[config.mk]
export PLATFORM = sky130hd
export DESIGN_NAME = odo_mul
export DESIGN_NICKNAME = d
export VERILOG_FILES = /design/src/assert_macros.svh /design/src/odo_pkg.sv /design/src/odo_mul.sv
export SDC_FILE = /design/constraint.sdc
export NUM_CORES = 2
export LEC_CHECK = 0
export BUFFER_PORTS_ARGS = -buffer_cell sky130_fd_sc_hd__buf_2
export CAP_MARGIN = 10
export CORE_AREA = 3 3 344 346
export DETAILED_ROUTE_END_ITERATION = 10
export DIE_AREA = 0 0 347 349
export PLACE_DENSITY = 0.73
export RECOVER_POWER = 100
export SYNTH_ARGS = -nofsm -noshare
export SYNTH_HDL_FRONTEND = slang
export SYNTH_SLANG_ARGS = --single-unit
[constraint.sdc]
create_clock -name clk -period 12.86 [get_ports clk]
set_clock_uncertainty 0.1 [all_clocks]
set_input_delay 1.929 -clock clk [delete_from_list [all_inputs] [get_ports clk]]
set_output_delay 1.929 -clock clk [all_outputs]
set_load 0.02 [all_outputs]
[src/assert_macros.svh]
// Assertion helpers; each expects a clk and rst in scope.
`ifndef ASSERT_MACROS_SVH
`define ASSERT_MACROS_SVH

// Same-cycle implication.
`define ODO_ASSERT_IMP(lbl, ante, cons, msg) \
  lbl: assert property (@(posedge clk) disable iff (rst) (ante) |-> (cons)) else $error(msg);

// Next-cycle implication.
`define ODO_ASSERT_NXT(lbl, ante, cons, msg) \
  lbl: assert property (@(posedge clk) disable iff (rst) (ante) |=> (cons)) else $error(msg);

`endif

[src/odo_pkg.sv]
package odo_pkg;

  // Status codes on the result tuser
  localparam logic [1:0] ST_FIRST = 2'd0;
  localparam logic [1:0] ST_STEP  = 2'd1;
  localparam logic [1:0] ST_JUMP  = 2'd2;

  // Configuration register indexes
  localparam logic [2:0] REG_MAX_TICK  = 3'd0;
  localparam logic [2:0] REG_DIST      = 3'd1;
  localparam logic [2:0] REG_GAIN      = 3'd2;
  localparam logic [2:0] REG_SIDE_OFS  = 3'd3;
  localparam logic [2:0] REG_START_X   = 3'd4;
  localparam logic [2:0] REG_START_Y   = 3'd5;
  localparam logic [2:0] REG_START_HDG = 3'd6;

  // Register reset values
  localparam logic [30:0] RST_MAX_TICK = 31'd50000;
  localparam logic [31:0] RST_DIST     = 32'd126494;
  localparam logic [47:0] RST_GAIN     = 48'd4569287885;
  localparam logic [31:0] RST_SIDE_OFS = 32'hFFFF_EFDF;  // -4129

  // Arithmetic constants
  localparam logic [63:0] RAD_Q40   = 64'd105414357;   // 2pi/65536 in Q40
  localparam logic [63:0] INV_GAIN  = 64'd2608131496;  // 1/K in Q32
  localparam logic [63:0] US_PER_S  = 64'd1000000;

  // Datapath widths
  localparam int XW = 52;          // CORDIC x/y
  localparam int ZW = 34;          // CORDIC residual angle
  localparam int NUM_W = 72;       // dividend (step * 1e6)
  localparam int ATAN_IDX_W = 5;
  localparam int ATAN_N = 24;

  localparam logic [31:0] ATAN_TAB [ATAN_N] = '{
    32'd536870912, 32'd316933406, 32'd167458907, 32'd85004756, 32'd42667331,
    32'd21354465, 32'd10679838, 32'd5340245, 32'd2670163, 32'd1335087,
    32'd667544, 32'd333772, 32'd166886, 32'd83443, 32'd41722, 32'd20861,
    32'd10430, 32'd5215, 32'd2608, 32'd1304, 32'd652, 32'd326, 32'd163, 32'd81
  };

  typedef struct packed {
    logic busy;
    logic done;
  } unit_stat_t;

endpackage

[src/odo_mul.sv]
// 64x64 signed multiply on one 32x32 multiplier, four partial products.
module odo_mul (
  input  logic                 clk,
  input  logic                 rst,
  input  logic                 start,
  input  logic signed [63:0]   a,
  input  logic signed [63:0]   b,
  output odo_pkg::unit_stat_t  stat,
  output logic signed [127:0]  p
);

  logic [63:0]  ma, mb, pp;
  logic [127:0] acc;
  logic         neg;
  logic [2:0]   cnt;
  logic [1:0]   psh;
  logic [31:0]  ah, bh;

  assign ah = cnt[1] ? ma[63:32] : ma[31:0];
  assign bh = cnt[0] ? mb[63:32] : mb[31:0];

  always_ff @(posedge clk) begin
    if (rst) begin
      stat <= '0;
      cnt  <= '0;
    end else begin
      stat.done <= 1'b0;
      if (start) begin
        stat.busy <= 1'b1;
        cnt       <= '0;
      end else if (stat.busy) begin
        cnt <= cnt + 3'd1;
        if (cnt == 3'd5) begin
          stat.busy <= 1'b0;
          stat.done <= 1'b1;
        end
      end
    end
  end

  always_ff @(posedge clk) begin
    if (start) begin
      ma  <= a[63] ? 64'(-a) : a;
      mb  <= b[63] ? 64'(-b) : b;
      neg <= a[63] ^ b[63];
      acc <= '0;
    end else if (stat.busy) begin
      if (cnt < 3'd4) begin
        pp  <= ah * bh;
        psh <= {1'b0, cnt[1]} + {1'b0, cnt[0]};
      end
      if (cnt != 3'd0 && cnt != 3'd5) begin
        acc <= acc + ({64'd0, pp} << {psh, 5'd0});
      end
      if (cnt == 3'd5) begin
        p <= neg ? signed'(~acc + 128'd1) : signed'(acc);
      end
    end
  end

endmodule

==> impl_metrics.tcl <==
set metrics [dict create \
    cap_violations 14 \
    grt_use_total 0.336 \
    use_met1 0.409 \
    use_met2 0.536 \
    drive_gt1_frac 0.0587 \
    endpoint_kind "register" \
    hold_ws_ps 416 \
    path_clk_slew_ps 60 \
    ys_seq_area_frac 0.202 \
    cts_sinks 456 \
    postCtsHoldBufs 0 \
    dpl.hpwl_mm 161 \
    final_nets 8294 \
    tritoncts "built" \
    cts_buffers 52 \
    synth.avg_cell_area_um2 9.02 \
    status "finished with violations" \
    rsz0062_at_grt "false" \
    synth-edff-count 323 \
    layout_common_cells "933 x inv_1, 897 x fa_1, 855 x nand2_1" \
    use_met3 0.0845 \
    hold_violations 0 \
    slew_viol_final 778 \
    io_pins 261 \
    synth_warnings 0 \
    fmaxAchievable_ghz 0.0865 \
    grt_max_degree 76 \
    htreeDepth 2 \
    dp_slack_ps 2470 \
    post_drt_wl_per_cell_um 24.3 \
    cp.required_ps 13190 \
    final_area_mm2 0.0657 \
    fin_crit_sh 0.899 \
    async_reset_ff_frac 0 \
    gp_congestion 1.00 \
    setup_viol 0 \
    placed_area_mm2 0.0642 \
    slowest_delay_ps 2390 \
    critPathMaxFanout 45 \
    viasPerCell 5.99 \
    cts_setup_buffers 0 \
    grt_pass1_vias 51500 \
    final_common_cell "inv_1" \
    grt_antenna_before_repair 5 \
    synthesis.area_mm2 0.0612 \
    syn-instance-count 6788 \
    grt-ovfl-total 0 \
    min_period_ps 11560 \
    crit_top_cell "fa_1" \
    root_buffer "clkbuf_16" \
    syn_nets 8212 \
    ys_ff_latch 456 \
    path_class "register to register" \
    firstDrtPassIters 6 \
    slowest_stage "mux2i_1" \
    worst_slack_ps 1300 \
    vias 50500 \
    drtIter0Drc 4338 \
    critPathArrivalTime_ps 11890 \
    synthToLayoutAreaGrowth_pct 7.29 \
    synthDistinctLibCells 69 \
    die_w_um 347 \
    clock_latency_ps 700 \
    core_mm2 0.116 \
    cp-start-kind "register" \
    rows 125 \
    max-slew-margin-rel -1.56 \
    start_util 0.529 \
    drc_errors 0 \
    setup-tns-final_ps 0 \
    violations "capacitance limit, slew limit" \
    ys.flop_type "edfxtp_1" \
    tightest_slew_ps 3830 \
    die_area_mm2 0.121 \
    cts_buffer_depth 3 \
    io_buffers 260 \
    ctsResizeCount 0 \
    chipHeight_um 349 \
    grt_pass1_wl_mm 308 \
    wirelength_mm 205 \
    ant_nets 0 \
    grt_busiest_layer "met2" \
    hp-class "register to register" \
]
Yosys cell counts, types with 76 or more instances:
| library cell | number | area, µm² |
|---|---|---|
| inv_1 | 933 | 3500 |
| fa_1 | 897 | 18000 |
| nand2_1 | 855 | 3210 |
| nor2_1 | 790 | 2970 |
| ha_1 | 396 | 4950 |
| xnor2_1 | 354 | 3100 |
| a21oi_1 | 349 | 1750 |
| edfxtp_1 | 323 | 9700 |
| clkbuf_1 | 291 | 1090 |
| o21ai_0 | 255 | 1280 |
| dfxtp_1 | 133 | 2660 |
| mux2i_1 | 94 | 941 |
| a21o_1 | 93 | 698 |
| xor2_1 | 76 | 666 |
through the flow:
| stage | instances | util |
|---|---|---|
| finish | 8440 | 0.568 |
| CTS | 8437 | 0.570 |
| detailed placement | 8340 | 0.555 |
| global route | 8437 | 0.568 |
| floorplan | 6788 | - |
| global placement | 8340 | 0.555 |
area by class of cell:
type | count | area, µm²
Clock inverter | 33 | 384
Fill cell | 10400 | 50000
Multi-Input combinational cell | 5088 | 44500
Timing Repair Buffer | 339 | 1670
Antenna cell | 3 | 7.51
Inverter | 933 | 3500
Clock buffer | 64 | 1380
Sequential cell | 456 | 12400
Tap cell | 1524 | 1910
routing by layer:
metal	wire length (µm)	vias up
met5	170	-
met4	15700	6
met3	21900	785
met2	91600	2879
met1	75400	24600
li1	-	22300
flip-flops by register name (all words and copies together), names as in the netlist:
register  cells
mb           64
p           128
acc         128
neg           1
ma           64
psh           2
pp           64
stat          2
cnt           3
final timing paths:
path | slack, ps | start | end | depth (start not counted)
worst max-delay path | 1300 | cnt[1]$_SDFFE_PP0P_ | pp[63]$_DFFE_PP_ | 26
worst min-delay path | 420 | acc[7]$_SDFFE_PP0P_ | acc[7]$_SDFFE_PP0P_ | 2
worst max register to register | 1300 | cnt[1]$_SDFFE_PP0P_ | pp[63]$_DFFE_PP_ | 26
worst min register to register | 420 | acc[7]$_SDFFE_PP0P_ | acc[7]$_SDFFE_PP0P_ | 2
cell families (layout without fill, tap and decap cells):
family,after synthesis,count (layout),share of synthesized area
multiplexers,155,155,0.0266
adder cells (fa/ha/maj),1293,1293,0.374
AO/OA/AOI/OAI,1044,1044,0.106
buffers and inverters,1244,1369,0.0763
other,0,3,0
flip-flops,456,456,0.202
XOR/XNOR,430,430,0.0615
AND/OR/NAND/NOR,2166,2166,0.153
worst max-delay path: cells and delay by family (launching register included):
kind            cells  cell delay, ps
fa+ha+maj           9            4360
compound gates      4            1250
flops               1             870
buf+inv             4             200
simple gates        7            1980
xor+xnor            1             130
mux                 1            2390
Power is left out: the tool's default activity adds up to more than one toggle a clock period on the data nets, which glitch-free logic cannot reach.
