<file path="src/assert_macros.svh">
// Assertion helpers; each expects a clk and rst in scope.
`ifndef ASSERT_MACROS_SVH
`define ASSERT_MACROS_SVH

// Same-cycle implication.
`define ODO_ASSERT_IMP(lbl, ante, cons, msg) \
  lbl: assert property (@(posedge clk) disable iff (rst) (ante) |-> (cons)) else $error(msg);

// Next-cycle implication.
`define ODO_ASSERT_NXT(lbl, ante, cons, msg) \
  lbl: assert property (@(posedge clk) disable iff (rst) (ante) |=> (cons)) else $error(msg);

`endif

</file>
<file path="src/odo_pkg.sv">
package odo_pkg;

  // Status codes on the result tuser
  localparam logic [1:0] ST_FIRST = 2'd0;
  localparam logic [1:0] ST_STEP  = 2'd1;
  localparam logic [1:0] ST_JUMP  = 2'd2;

  // Configuration register indexes
  localparam logic [2:0] REG_MAX_TICK  = 3'd0;
  localparam logic [2:0] REG_DIST      = 3'd1;
  localparam logic [2:0] REG_GAIN      = 3'd2;
  localparam logic [2:0] REG_SIDE_OFS  = 3'd3;
  localparam logic [2:0] REG_START_X   = 3'd4;
  localparam logic [2:0] REG_START_Y   = 3'd5;
  localparam logic [2:0] REG_START_HDG = 3'd6;

  // Register reset values
  localparam logic [30:0] RST_MAX_TICK = 31'd50000;
  localparam logic [31:0] RST_DIST     = 32'd126494;
  localparam logic [47:0] RST_GAIN     = 48'd4569287885;
  localparam logic [31:0] RST_SIDE_OFS = 32'hFFFF_EFDF;  // -4129

  // Arithmetic constants
  localparam logic [63:0] RAD_Q40   = 64'd105414357;   // 2pi/65536 in Q40
  localparam logic [63:0] INV_GAIN  = 64'd2608131496;  // 1/K in Q32
  localparam logic [63:0] US_PER_S  = 64'd1000000;

  // Datapath widths
  localparam int XW = 52;          // CORDIC x/y
  localparam int ZW = 34;          // CORDIC residual angle
  localparam int NUM_W = 72;       // dividend (step * 1e6)
  localparam int ATAN_IDX_W = 5;
  localparam int ATAN_N = 24;

  localparam logic [31:0] ATAN_TAB [ATAN_N] = '{
    32'd536870912, 32'd316933406, 32'd167458907, 32'd85004756, 32'd42667331,
    32'd21354465, 32'd10679838, 32'd5340245, 32'd2670163, 32'd1335087,
    32'd667544, 32'd333772, 32'd166886, 32'd83443, 32'd41722, 32'd20861,
    32'd10430, 32'd5215, 32'd2608, 32'd1304, 32'd652, 32'd326, 32'd163, 32'd81
  };

  typedef struct packed {
    logic busy;
    logic done;
  } unit_stat_t;

endpackage

</file>
<file path="src/odo_div.sv">
// Rate divider: |num| / den, truncated, signed result saturated to 32 bits.
// One quotient bit a cycle.
module odo_div (
  input  logic                               clk,
  input  logic                               rst,
  input  logic                               start,
  input  logic signed [odo_pkg::NUM_W-1:0]   num,
  input  logic [31:0]                        den,
  output odo_pkg::unit_stat_t                stat,
  output logic [31:0]                        quo
);

  logic [odo_pkg::NUM_W-1:0] mag;
  logic [31:0] rem, sh, q, den_r;
  logic [32:0] r2;
  logic        ge, neg;
  logic [5:0]  cnt;

  assign mag = num[odo_pkg::NUM_W-1] ? odo_pkg::NUM_W'(-num) : num;
  assign r2  = {rem, sh[31]};
  assign ge  = r2 >= {1'b0, den_r};

  always_ff @(posedge clk) begin
    if (rst) begin
      stat <= '0;
      cnt  <= '0;
    end else begin
      stat.done <= 1'b0;
      if (start) begin
        cnt <= '0;
        // quotient of 2^32 or more: saturate at once
        if (mag[odo_pkg::NUM_W-1:32] >= (odo_pkg::NUM_W-32)'(den)) begin
          stat.done <= 1'b1;
        end else begin
          stat.busy <= 1'b1;
        end
      end else if (stat.busy) begin
        cnt <= cnt + 6'd1;
        if (cnt == 6'd32) begin
          stat.busy <= 1'b0;
          stat.done <= 1'b1;
        end
      end
    end
  end

  always_ff @(posedge clk) begin
    if (start) begin
      neg   <= num[odo_pkg::NUM_W-1];
      rem   <= mag[63:32];
      sh    <= mag[31:0];
      den_r <= den;
      q     <= '0;
      if (mag[odo_pkg::NUM_W-1:32] >= (odo_pkg::NUM_W-32)'(den)) begin
        quo <= num[odo_pkg::NUM_W-1] ? 32'h8000_0000 : 32'h7FFF_FFFF;
      end
    end else if (stat.busy) begin
      if (cnt < 6'd32) begin
        rem <= ge ? 32'(r2 - {1'b0, den_r}) : r2[31:0];
        q   <= {q[30:0], ge};
        sh  <= {sh[30:0], 1'b0};
      end else if (neg) begin
        quo <= q[31] ? 32'h8000_0000 : (~q + 32'd1);
      end else begin
        quo <= q[31] ? 32'h7FFF_FFFF : q;
      end
    end
  end

endmodule

</file>
<file path="config.mk">
export PLATFORM = sky130hd
export DESIGN_NAME = odo_div
export DESIGN_NICKNAME = d
export VERILOG_FILES = /design/src/assert_macros.svh /design/src/odo_pkg.sv /design/src/odo_div.sv
export SDC_FILE = /design/constraint.sdc
export NUM_CORES = 1
export LEC_CHECK = 0
export BUFFER_PORTS_ARGS = -buffer_cell sky130_fd_sc_hd__buf_2
export CAP_MARGIN = 5
export CORE_MARGIN = 2
export CORE_UTILIZATION = 45
export DETAILED_ROUTE_END_ITERATION = 16
export SYNTH_ARGS = -nofsm -noshare
export SYNTH_HDL_FRONTEND = slang
export SYNTH_SLANG_ARGS = --single-unit
</file>
<file path="constraint.sdc">
create_clock -name clk -period 14.77 [get_ports clk]
set_input_delay 2.2155 -clock clk [delete_from_list [all_inputs] [get_ports clk]]
set_output_delay 2.2155 -clock clk [all_outputs]
set_load 0.005 [all_outputs]
</file>
==> impl_metrics.env, run 1 <==
export IMPL_status="complete, no violations"
export IMPL_cts_max_path_buffers=2
export IMPL_yosysWarnings=0
export IMPL_grt_overflow_total=0
export IMPL_tightestPinTransition_ns=0.848
export IMPL_met3_length_um=1360
export IMPL_io_pins=141
export IMPL_start_util=0.454
export IMPL_die_y_um=162
export IMPL_dr_wl_met2_um=13800
export IMPL_max_cap_viol_count=0
export IMPL_synth_cell_types=68
export IMPL_path_clk_slew_ns=0.07
export IMPL_drt_pass1_iter_count=5
export IMPL_fillers=2353
export IMPL_vdd_ir_drop_max_mv=0.0585
export IMPL_cts_sinks=169
export IMPL_synth_cell_area_mm2=0.0113
export IMPL_grt_start_max_net_pins=72
export IMPL_ant_nets=0
export IMPL_setup_tns_ns=0
export IMPL_critPathArrivalTime_ns=7.33
export IMPL_hold_buffers=0
export IMPL_intPower_uw=958
export IMPL_die_w_um=162
export IMPL_multiInputGateArea_mm2=0.00609
export IMPL_min_path_type="reg2reg"
export IMPL_drv_slew=0
export IMPL_grt_pass1_wl_um=47500
export IMPL_final_core_util=0.519
export IMPL_p_switching_uw=482
export IMPL_synth_ff_type="edfxtp_1"
export IMPL_ys_ff_latch=169
export IMPL_end_kind="flip-flop"
export IMPL_port_buffers=140
export IMPL_drive_gt1_frac=0.155
export IMPL_max_slew_margin_rel=0.433
export IMPL_cts_root_buf="clkbuf_16"
export IMPL_highest_layer="met5"
export IMPL_synth_edf_count=129
export IMPL_grt_pass1_vias=9120
export IMPL_finalClockSkew_ns=0.0144
export IMPL_tritoncts="yes"
export IMPL_htree_levels=4
export IMPL_viasPerCell=5.65
export IMPL_cts_buffers=17
export IMPL_power_leakage_nw=5.31
export IMPL_setup_worst_path_start="num[31]"
export IMPL_pwr_share_comb=0.271
export IMPL_cp_max_fo=32
export IMPL_synth_fp_nets=1408
export IMPL_cts_setup_buffers=0
export IMPL_hold_violations=0
export IMPL_async_reset_ff_frac=0
export IMPL_worst_ep_required_time_ns=14.87
export IMPL_rsz0062_at_grt="no"
export IMPL_met1_length_um=13700
export IMPL_fp_coreArea_mm2=0.0249
export IMPL_areaGrowthSynthToFinish_pct=14.2
export IMPL_fmax_ghz=0.138
export IMPL_reg2reg_from="rem[10]"
export IMPL_clk_latency_ns=0.45
export IMPL_power_frac_clock=0.328
export IMPL_finalCriticalPeriod_ns=7.23
export IMPL_drc=0
export IMPL_track_usage=0.228
export IMPL_switching_share=0.335
export IMPL_hpwlAfterDp_um=21400
export IMPL_regArea_mm2=0.00467
export IMPL_setup_viol_count_final=0
export IMPL_seq_power_share=0.402
export IMPL_antenna_found_initial=5
export IMPL_place_congestion=0.880
export IMPL_fin_nets=1517
export IMPL_startpoint_type="input pin"
export IMPL_wl_per_cell_um=17.6
export IMPL_dieArea_mm2=0.0264
export IMPL_netlist_instances=1232
export IMPL_routed_wl_um=29700
export IMPL_cellPowerDensity_mw_per_mm2=112
export IMPL_first_iter_violations=588
export IMPL_fin_crit_sh=0.490
export IMPL_num_vias=9536
export IMPL_cts_resized_gates=0
export IMPL_hp_start="q[0]"
export IMPL_rows=58
export IMPL_seq_area_frac_synth=0.414
export IMPL_avgSynthCellArea_um2=9.17
export IMPL_crit_type="in2reg"
[worst paths after layout]
check	to	slack (ns)	depth (start not counted)
max	quo[0]	7.54	17
min	q[1]	0.52	2
max reg2reg	rem[25]	10.63	11
min reg2reg	q[1]	0.52	2
[per-layer routing]
metal | vias up | GRT usage
li1 | 4731 | -
met1 | 4534 | 0.309
met2 | 218 | 0.365
met3 | 47 | 0.0466
met4 | 6 | 0.0800
met5 | - | 0
[cell type report]
class / instances / share of cell area
multi-input cells: 919 / 0.472
flip-flops and latches: 169 / 0.362
repair buffers: 150 / 0.0606
clock buffers: 18 / 0.0340
well taps: 330 / 0.0320
inverters: 84 / 0.0244
clock inverters: 14 / 0.0143
diodes: 4 / 0.000775
[placed cells by master (no fill, tap or decap), types with 5 or more instances in the layout]
cell type  synthesis  layout
clkinv_8           0       6
clkbuf_16          0      17
xor2_1            48      48
nand2b_1           8       8
nand2_1           89      89
o31ai_1           33      32
a211oi_1           8       8
nor3_1            21      21
nor2_1           122     121
a21o_1            19      19
dfxtp_1           40      40
o21a_1            12      12
nand3_1           20      20
nor2b_1           11      11
o211ai_1           5       5
edfxtp_1         129     129
a22o_1            30      30
buf_2              1     139
a31oi_1            8       8
mux2i_1           11      11
ha_1              68      68
inv_1             83      82
nand4_1           14      14
o41ai_1           13      13
or2_2             14      14
a21oi_1           87      86
xnor2_1           70      70
nor4_1             8       8
or3_1             18      18
o21ai_0          103     103
buf_4              0      10
or4_1             22      22
[kinds of logic (layout without fill, tap and decap cells)]
kind of cell	after synthesis	in the layout	synth area share
flops	169	169	0.414
other cells	0	4	0
xor+xnor	118	118	0.0914
compound gates	361	361	0.207
mux	11	11	0.00974
buf+inv	144	266	0.0494
fa+ha+maj	69	69	0.0770
simple gates	360	360	0.152
[critical path, cell delays in order]
cell	delay (ns)
buf_2	0.11
or4_1	0.58
or2_1	0.25
or4_1	0.55
or4_1	0.46
or4_1	0.48
o41ai_2	0.27
xnor2_1	0.19
ha_1	0.27
nor2b_1	0.13
o21ai_0	0.17
a21oi_1	0.09
o211ai_1	0.17
o211ai_1	0.20
a2111oi_2	0.40
nand4_1	0.23
a21o_2	0.52
[synth_stat cells (3+ instances only)]
library cell	number	area, um^2
dfxtp_1	40	801
nor2b_1	11	68.8
clkbuf_1	51	191
nand2_1	89	334
a21boi_0	4	30.0
a21o_1	19	143
mux2i_1	11	110
or2_2	14	87.6
a211oi_1	8	60.1
ha_1	68	851
o31ai_1	33	248
or3_1	18	113
xor2_1	48	420
a2111oi_0	3	26.3
nand4_1	14	87.6
nor4_1	8	50.1
a21oi_1	87	435
nor2_1	122	458
a31oi_1	8	50.1
o21a_1	12	90.1
nand2b_1	8	50.1
a22o_1	30	263
xnor2_1	70	613
o21ai_0	103	515
and3_1	3	18.8
o211ai_1	5	37.5
buf_1	5	18.8
o41ai_1	13	114
o211a_1	3	30.0
a311oi_1	3	26.3
nand3_1	20	100
inv_1	83	312
or4_1	22	165
nor3_1	21	105
o22ai_1	4	25.0
edfxtp_1	129	3870
[state kept, by name, indices dropped and copies added (netlist names)]
| signal | cells |
|---|---|
| sh | 32 |
| rem | 32 |
| den_r | 32 |
| quo | 32 |
| cnt | 6 |
| neg | 1 |
| stat | 2 |
| q | 32 |
[stage by stage]
stage	instances	hold slack [ns]	total power [mW]	area [um^2]	setup WS, ns
after floorplan	1232	0.457	0.862	11300	7.92
after global placement	1652	0.492	0.972	12300	7.23
after detailed placement	1652	0.500	0.975	12300	7.12
after CTS	1684	0.523	1.45	12900	7.58
after global routing	1686	0.554	1.52	12900	7.29
final	1688	0.523	1.44	12900	7.54
[power groups by stage]
stage / sequential, mW / clock [mW] / combinational [mW]
2_1_floorplan: 0.585 / 0 / 0.277
3_3_place_gp: 0.588 / 0 / 0.384
3_5_place_dp: 0.589 / 0 / 0.386
4_1_cts: 0.579 / 0.481 / 0.389
5_1_grt: 0.583 / 0.496 / 0.437
6_report: 0.578 / 0.472 / 0.390
Power figures use the tool's default switching activity.
==> run 2: changes to the inputs <==
- clock period: 14.77 -> 7.27 ns (I/O delays scaled with it)
==> impl_metrics.env, run 2 (synthesis gave the netlist of run 1 again) <==
export IMPL_cts_buffers=17
export IMPL_worst_path_max_delay_cell="or4_1"
export IMPL_routed_wl_um=29500
export IMPL_cp_max_fo=32
export IMPL_grt_start_max_net_pins=99
export IMPL_dp_cells=1651
export IMPL_cts_setup_buffers=0
export IMPL_viasPerCell=5.62
export IMPL_layout_commonest_cell="buf_2"
export IMPL_cellPowerDensity_mw_per_mm2=227
export IMPL_vdd_ir_drop_max_mv=0.135
export IMPL_clk_latency_ns=0.44
export IMPL_cp_cell_sequence="buf_2, or4_1, or2_1, or4_1, or4_1, or4_1, o41ai_2, xnor2_1, ha_1, nor2b_1, o21ai_0, a21oi_1, o211ai_1, o211ai_1, a2111oi_2, nand4_1, a21o_2"
export IMPL_cpMostUsedCell="or4_1"
export IMPL_timing_hold_ws_ns=0.520
export IMPL_hpwlAfterDp_um=21500
export IMPL_worst_ep_required_time_ns=7.37
export IMPL_setup_viol_count_final=0
export IMPL_finalCriticalPeriod_ns=6.02
export IMPL_finalClockSkew_ns=0.0153
export IMPL_max_cap_viol_count=0
export IMPL_drv_slew=0
export IMPL_crit_type="in2reg"
export IMPL_cts_resized_gates=0
export IMPL_max_slew_margin_rel=0.377
export IMPL_place_congestion=0.893
export IMPL_critPathArrivalTime_ns=6.12
export IMPL_power_leakage_nw=5.31
export IMPL_min_path_type="reg2reg"
export IMPL_layoutNonFillerInstCount=1684
export IMPL_first_iter_violations=641
export IMPL_multiInputGateArea_mm2=0.00609
export IMPL_ant_nets=0
export IMPL_num_vias=9465
export IMPL_antenna_found_initial=3
export IMPL_status="complete, no violations"
export IMPL_fp_coreArea_mm2=0.0249
export IMPL_rsz0062_at_grt="no"
export IMPL_track_usage=0.227
export IMPL_grt_pass1_wl_um=47400
export IMPL_grt_pass1_vias=9121
export IMPL_regArea_mm2=0.00467
export IMPL_tightestPinTransition_ns=0.934
export IMPL_port_buffers=140
export IMPL_areaGrowthSynthToFinish_pct=14.0
export IMPL_io_pins=141
export IMPL_tritoncts="yes"
export IMPL_hold_buffers=0
export IMPL_rows=58
export IMPL_cts_sinks=169
export IMPL_drc=0
export IMPL_setup_tns_ns=0
export IMPL_cts_root_buf="clkbuf_16"
export IMPL_drive_gt1_frac=0.154
export IMPL_layout_common_cells="139 x buf_2, 129 x edfxtp_1, 121 x nor2_1"
export IMPL_wl_per_cell_um=17.5
export IMPL_cts_max_path_buffers=2
export IMPL_die_y_um=162
export IMPL_fin_nets=1516
export IMPL_start_util=0.454
export IMPL_startpoint_type="input pin"
export IMPL_dieArea_mm2=0.0264
export IMPL_cpPeakStageDelay_ns=0.58
export IMPL_hold_violations=0
export IMPL_fillers=2363
export IMPL_die_w_um=162
export IMPL_finalPower_mw=2.92
export IMPL_htree_levels=4
export IMPL_path_clk_slew_ns=0.08
export IMPL_fin_crit_sh=0.828
export IMPL_fmax_ghz=0.166
export IMPL_grt_overflow_total=0
export IMPL_drt_pass1_iter_count=5
export IMPL_end_kind="flip-flop"
==> run 2: cell count changes in the layout (fill, tap and decap cells not counted), sizes merged <==
cell and change:
buf -1, clkbuf -1, clkinv -1, diode -3, inv +2
==> run 2: power by group <==
part	internal, mW	leakage [nW]	total (mW)	switching, mW
sequential	1.14	1.61	1.18	0.0337
clock	0.473	0.301	0.953	0.480
combinational	0.323	3.40	0.792	0.469
total	1.94	5.31	2.92	0.982
==> run 2: critical path, delay by kind of cell <==
kind	cells	cell delay [ns]
xor gates and xnor gates	1	0.18
and+or+nand+nor	7	2.66
adders and majority gates	1	0.27
buffers and inverters	1	0.11
AOI/OAI and AO/OA	7	1.76
==> run 2: final cells by class <==
cell class,instances,area share
antenna,1,0.000194
clock buffer,17,0.0330
clock inverter,15,0.0147
inverter,84,0.0245
multi-input combinational,919,0.473
sequential,169,0.363
tap,330,0.0320
timing repair buffer,149,0.0601
==> run 2: worst paths after layout <==
check / from / to / slack (ns) / depth (start not counted)
max: num[31] / quo[6] / 1.25 / 17
min: q[0] / q[1] / 0.52 / 2
max reg2reg: rem[10] / rem[25] / 3.24 / 11
min reg2reg: q[0] / q[1] / 0.52 / 2
==> run 2: per-stage QoR <==
step | util | setup slack [ns] | cell area, um^2
CTS | 0.518 | 1.24 | 12900
finish | 0.518 | 1.25 | 12900
floorplan | - | 1.55 | 11300
global route | 0.518 | 0.962 | 12900
global placement | 0.493 | 0.875 | 12300
detailed placement | 0.493 | 0.768 | 12300
==> run 2: routing by layer <==
layer / track usage / up-vias / part of all wire
met5: 0 / - / 0.00081
met4: 0.0692 / 4 / 0.020
met3: 0.0367 / 43 / 0.044
met2: 0.376 / 197 / 0.48
met1: 0.305 / 4504 / 0.46
li1: - / 4717 / -
==> run 3: changes to the inputs <==
- ABC_AREA: unset -> 1
- clock period: 7.27 -> 6.2 ns (I/O delays scaled with it)
==> impl_metrics.env, run 3 <==
export IMPL_setup_viol_count_final=0
export IMPL_startpoint_type="input pin"
export IMPL_ant_nets=0
export IMPL_viasPerCell=5.25
export IMPL_seq_area_frac_synth=0.370
export IMPL_rrSetupSlack_ns=3.02
export IMPL_drive_gt1_frac=0.115
export IMPL_layoutNonFillerInstCount=2237
export IMPL_clk_latency_ns=0.45
export IMPL_critical_path_depth=26
export IMPL_yosys_top_cells_area="edfxtp_1 31%, nand2_1 14%, ha_1 6.7%, nor2_1 6.5%, dfxtp_1 6.3%"
export IMPL_fin_nets=2019
export IMPL_cts_buffers=17
export IMPL_layout_common_cells="463 x nand2_1, 218 x nor2_1, 202 x inv_1"
export IMPL_synth_ff_type="edfxtp_1"
export IMPL_drt_pass1_iter_count=5
export IMPL_rsz0062_at_grt="no"
export IMPL_yosysMostFrequentCell="nand2_1"
export IMPL_areaGrowthSynthToFinish_pct=13.0
export IMPL_track_usage=0.263
export IMPL_min_path_type="reg2reg"
export IMPL_die_y_um=171
export IMPL_async_reset_ff_frac=0
export IMPL_synth_edf_count=129
export IMPL_yosys_area_top_type_share=0.307
export IMPL_place_area_mm2=0.0137
export IMPL_hp_start="cnt[3]"
export IMPL_port_buffers=140
export IMPL_setup_worst_path_start="num[1]"
export IMPL_hold_buffers=0
export IMPL_die_w_um=171
export IMPL_avgSynthCellArea_um2=7.32
export IMPL_cts_setup_buffers=0
export IMPL_fin_crit_sh=0.734
export IMPL_wl_per_cell_um=17.1
export IMPL_finalPower_mw=3.44
export IMPL_fp_coreArea_mm2=0.0277
export IMPL_cpMostUsedCell="nand2_1"
export IMPL_first_iter_violations=828
export IMPL_drv_slew=0
export IMPL_path_clk_slew_ns=0.08
export IMPL_place_congestion=0.942
export IMPL_yosysWarnings=0
export IMPL_grt_pass1_vias=11400
export IMPL_io_pins=141
export IMPL_netlist_instances=1725
export IMPL_start_util=0.456
export IMPL_design_area_mm2=0.0143
export IMPL_cts_sinks=169
export IMPL_critPathArrivalTime_ns=4.65
export IMPL_grt_start_max_net_pins=60
export IMPL_synth_top_cell_by_area="edfxtp_1"
export IMPL_routed_wl_um=38200
export IMPL_htree_levels=4
export IMPL_layout_commonest_cell="nand2_1"
export IMPL_synth_fp_nets=1901
export IMPL_rows=61
export IMPL_synth_cell_types=46
export IMPL_status="complete, no violations"
export IMPL_worst_path_max_delay_cell="buf_4"
export IMPL_cpPeakStageDelay_ns=0.41
export IMPL_grt_overflow_total=0
export IMPL_finalCriticalPeriod_ns=4.55
export IMPL_num_vias=11700
export IMPL_cts_resized_gates=0
export IMPL_reg2reg_depth=13
export IMPL_antenna_found_initial=4
export IMPL_reg2reg_to="rem[13]"
export IMPL_timing_hold_ws_ns=0.512
export IMPL_drc=0
export IMPL_cts_max_path_buffers=2
export IMPL_final_core_util=0.515
export IMPL_cts_root_buf="clkbuf_16"
export IMPL_tritoncts="yes"
export IMPL_tightestPinTransition_ns=0.971
export IMPL_cellPowerDensity_mw_per_mm2=241
export IMPL_power_leakage_nw=6.46
export IMPL_ys_ff_latch=169
export IMPL_setup_slack_ns=1.65
export IMPL_worst_hold_path_endpoint="cnt[3]"
export IMPL_hold_violations=0
export IMPL_fmax_ghz=0.220
export IMPL_worstPathBufferInverterCount=4
export IMPL_cp_max_fo=32
export IMPL_max_cap_viol_count=0
export IMPL_vdd_ir_drop_max_mv=0.156
export IMPL_hpwlAfterDp_um=29600
export IMPL_worst_ep_required_time_ns=6.30
export IMPL_dp_cells=2202
export IMPL_synth_cell_area_mm2=0.0126
export IMPL_end_kind="flip-flop"
export IMPL_crit_type="in2reg"
export IMPL_min_path_cells=2
export IMPL_critical_path_top_delay_family="simple AND/OR/NAND/NOR gates"
export IMPL_dieArea_mm2=0.0294
export IMPL_finalClockSkew_ns=0.0229
export IMPL_pre_cts_slack_ns=1.22
export IMPL_reg2reg_from="rem[9]"
export IMPL_setup_tns_ns=0
export IMPL_synth_common_cells="463 x nand2_1, 218 x nor2_1, 203 x inv_1"
export IMPL_grt_pass1_wl_um=59500
export IMPL_max_slew_margin_rel=0.352
==> run 3: cell count changes after synthesis, sizes merged, moves of 25 or more <==
cell | previous run | this run
nand2 | 89 | 469
inv | 83 | 203
nor2 | 122 | 226
nand3 | 20 | 96
nand3b | 2 | 33
a22o | 30 | 0
xnor2 | 70 | 41
o22ai | 4 | 31
o31ai | 33 | 8
xor2 | 48 | 73
==> run 3: cell families after synthesis <==
logic type      count (synthesis)  share of synthesized area
buf+inv                       254                     0.0778
fa+ha+maj                      69                     0.0690
simple gates                  879                      0.296
xor+xnor                      114                     0.0791
flops                         169                      0.370
compound gates                240                      0.108
==> run 3: final cells by class <==
class                           count  area, um^2
Clock inverter                     14         146
Sequential cell                   169        4670
Fill cell                        2823       13400
Tap cell                          378         473
Antenna cell                        3        7.51
Clock buffer                       18         429
Multi-Input combinational cell   1302        7000
Inverter                          204         767
Timing Repair Buffer              149         768
==> run 3: how the worst max path moves through the flow <==
stage	slack [ns]	endpoint
after floorplan	1.69	quo[0]
after global placement	1.30	quo[19]
after detailed placement	1.22	quo[19]
after CTS	1.68	quo[1]
after global routing	1.23	quo[1]
final	1.65	quo[18]
==> run 3: worst reg2reg max path, delay by kind of cell (launching register included) <==
family                     cells  cell delay [ns]
and+or+nand+nor               11             1.86
DFF                            1             0.43
adders and majority gates      1             0.38
buffers and inverters          1             0.26
==> run 3: per-layer routing <==
| layer | track usage | vias to the layer above | part of all wire |
|---|---|---|---|
| met5 | 0 | - | 0.00034 |
| met4 | 0.108 | 2 | 0.036 |
| li1 | - | 5916 | - |
| met2 | 0.438 | 324 | 0.47 |
| met3 | 0.0366 | 68 | 0.047 |
| met1 | 0.344 | 5424 | 0.45 |
==> run 3: power breakdown <==
part	internal, mW	switching [mW]	leakage, nW
logic	0.352	0.642	4.57
registers	1.32	0.0370	1.61
clock network	0.539	0.545	0.285
total	2.22	1.22	6.46
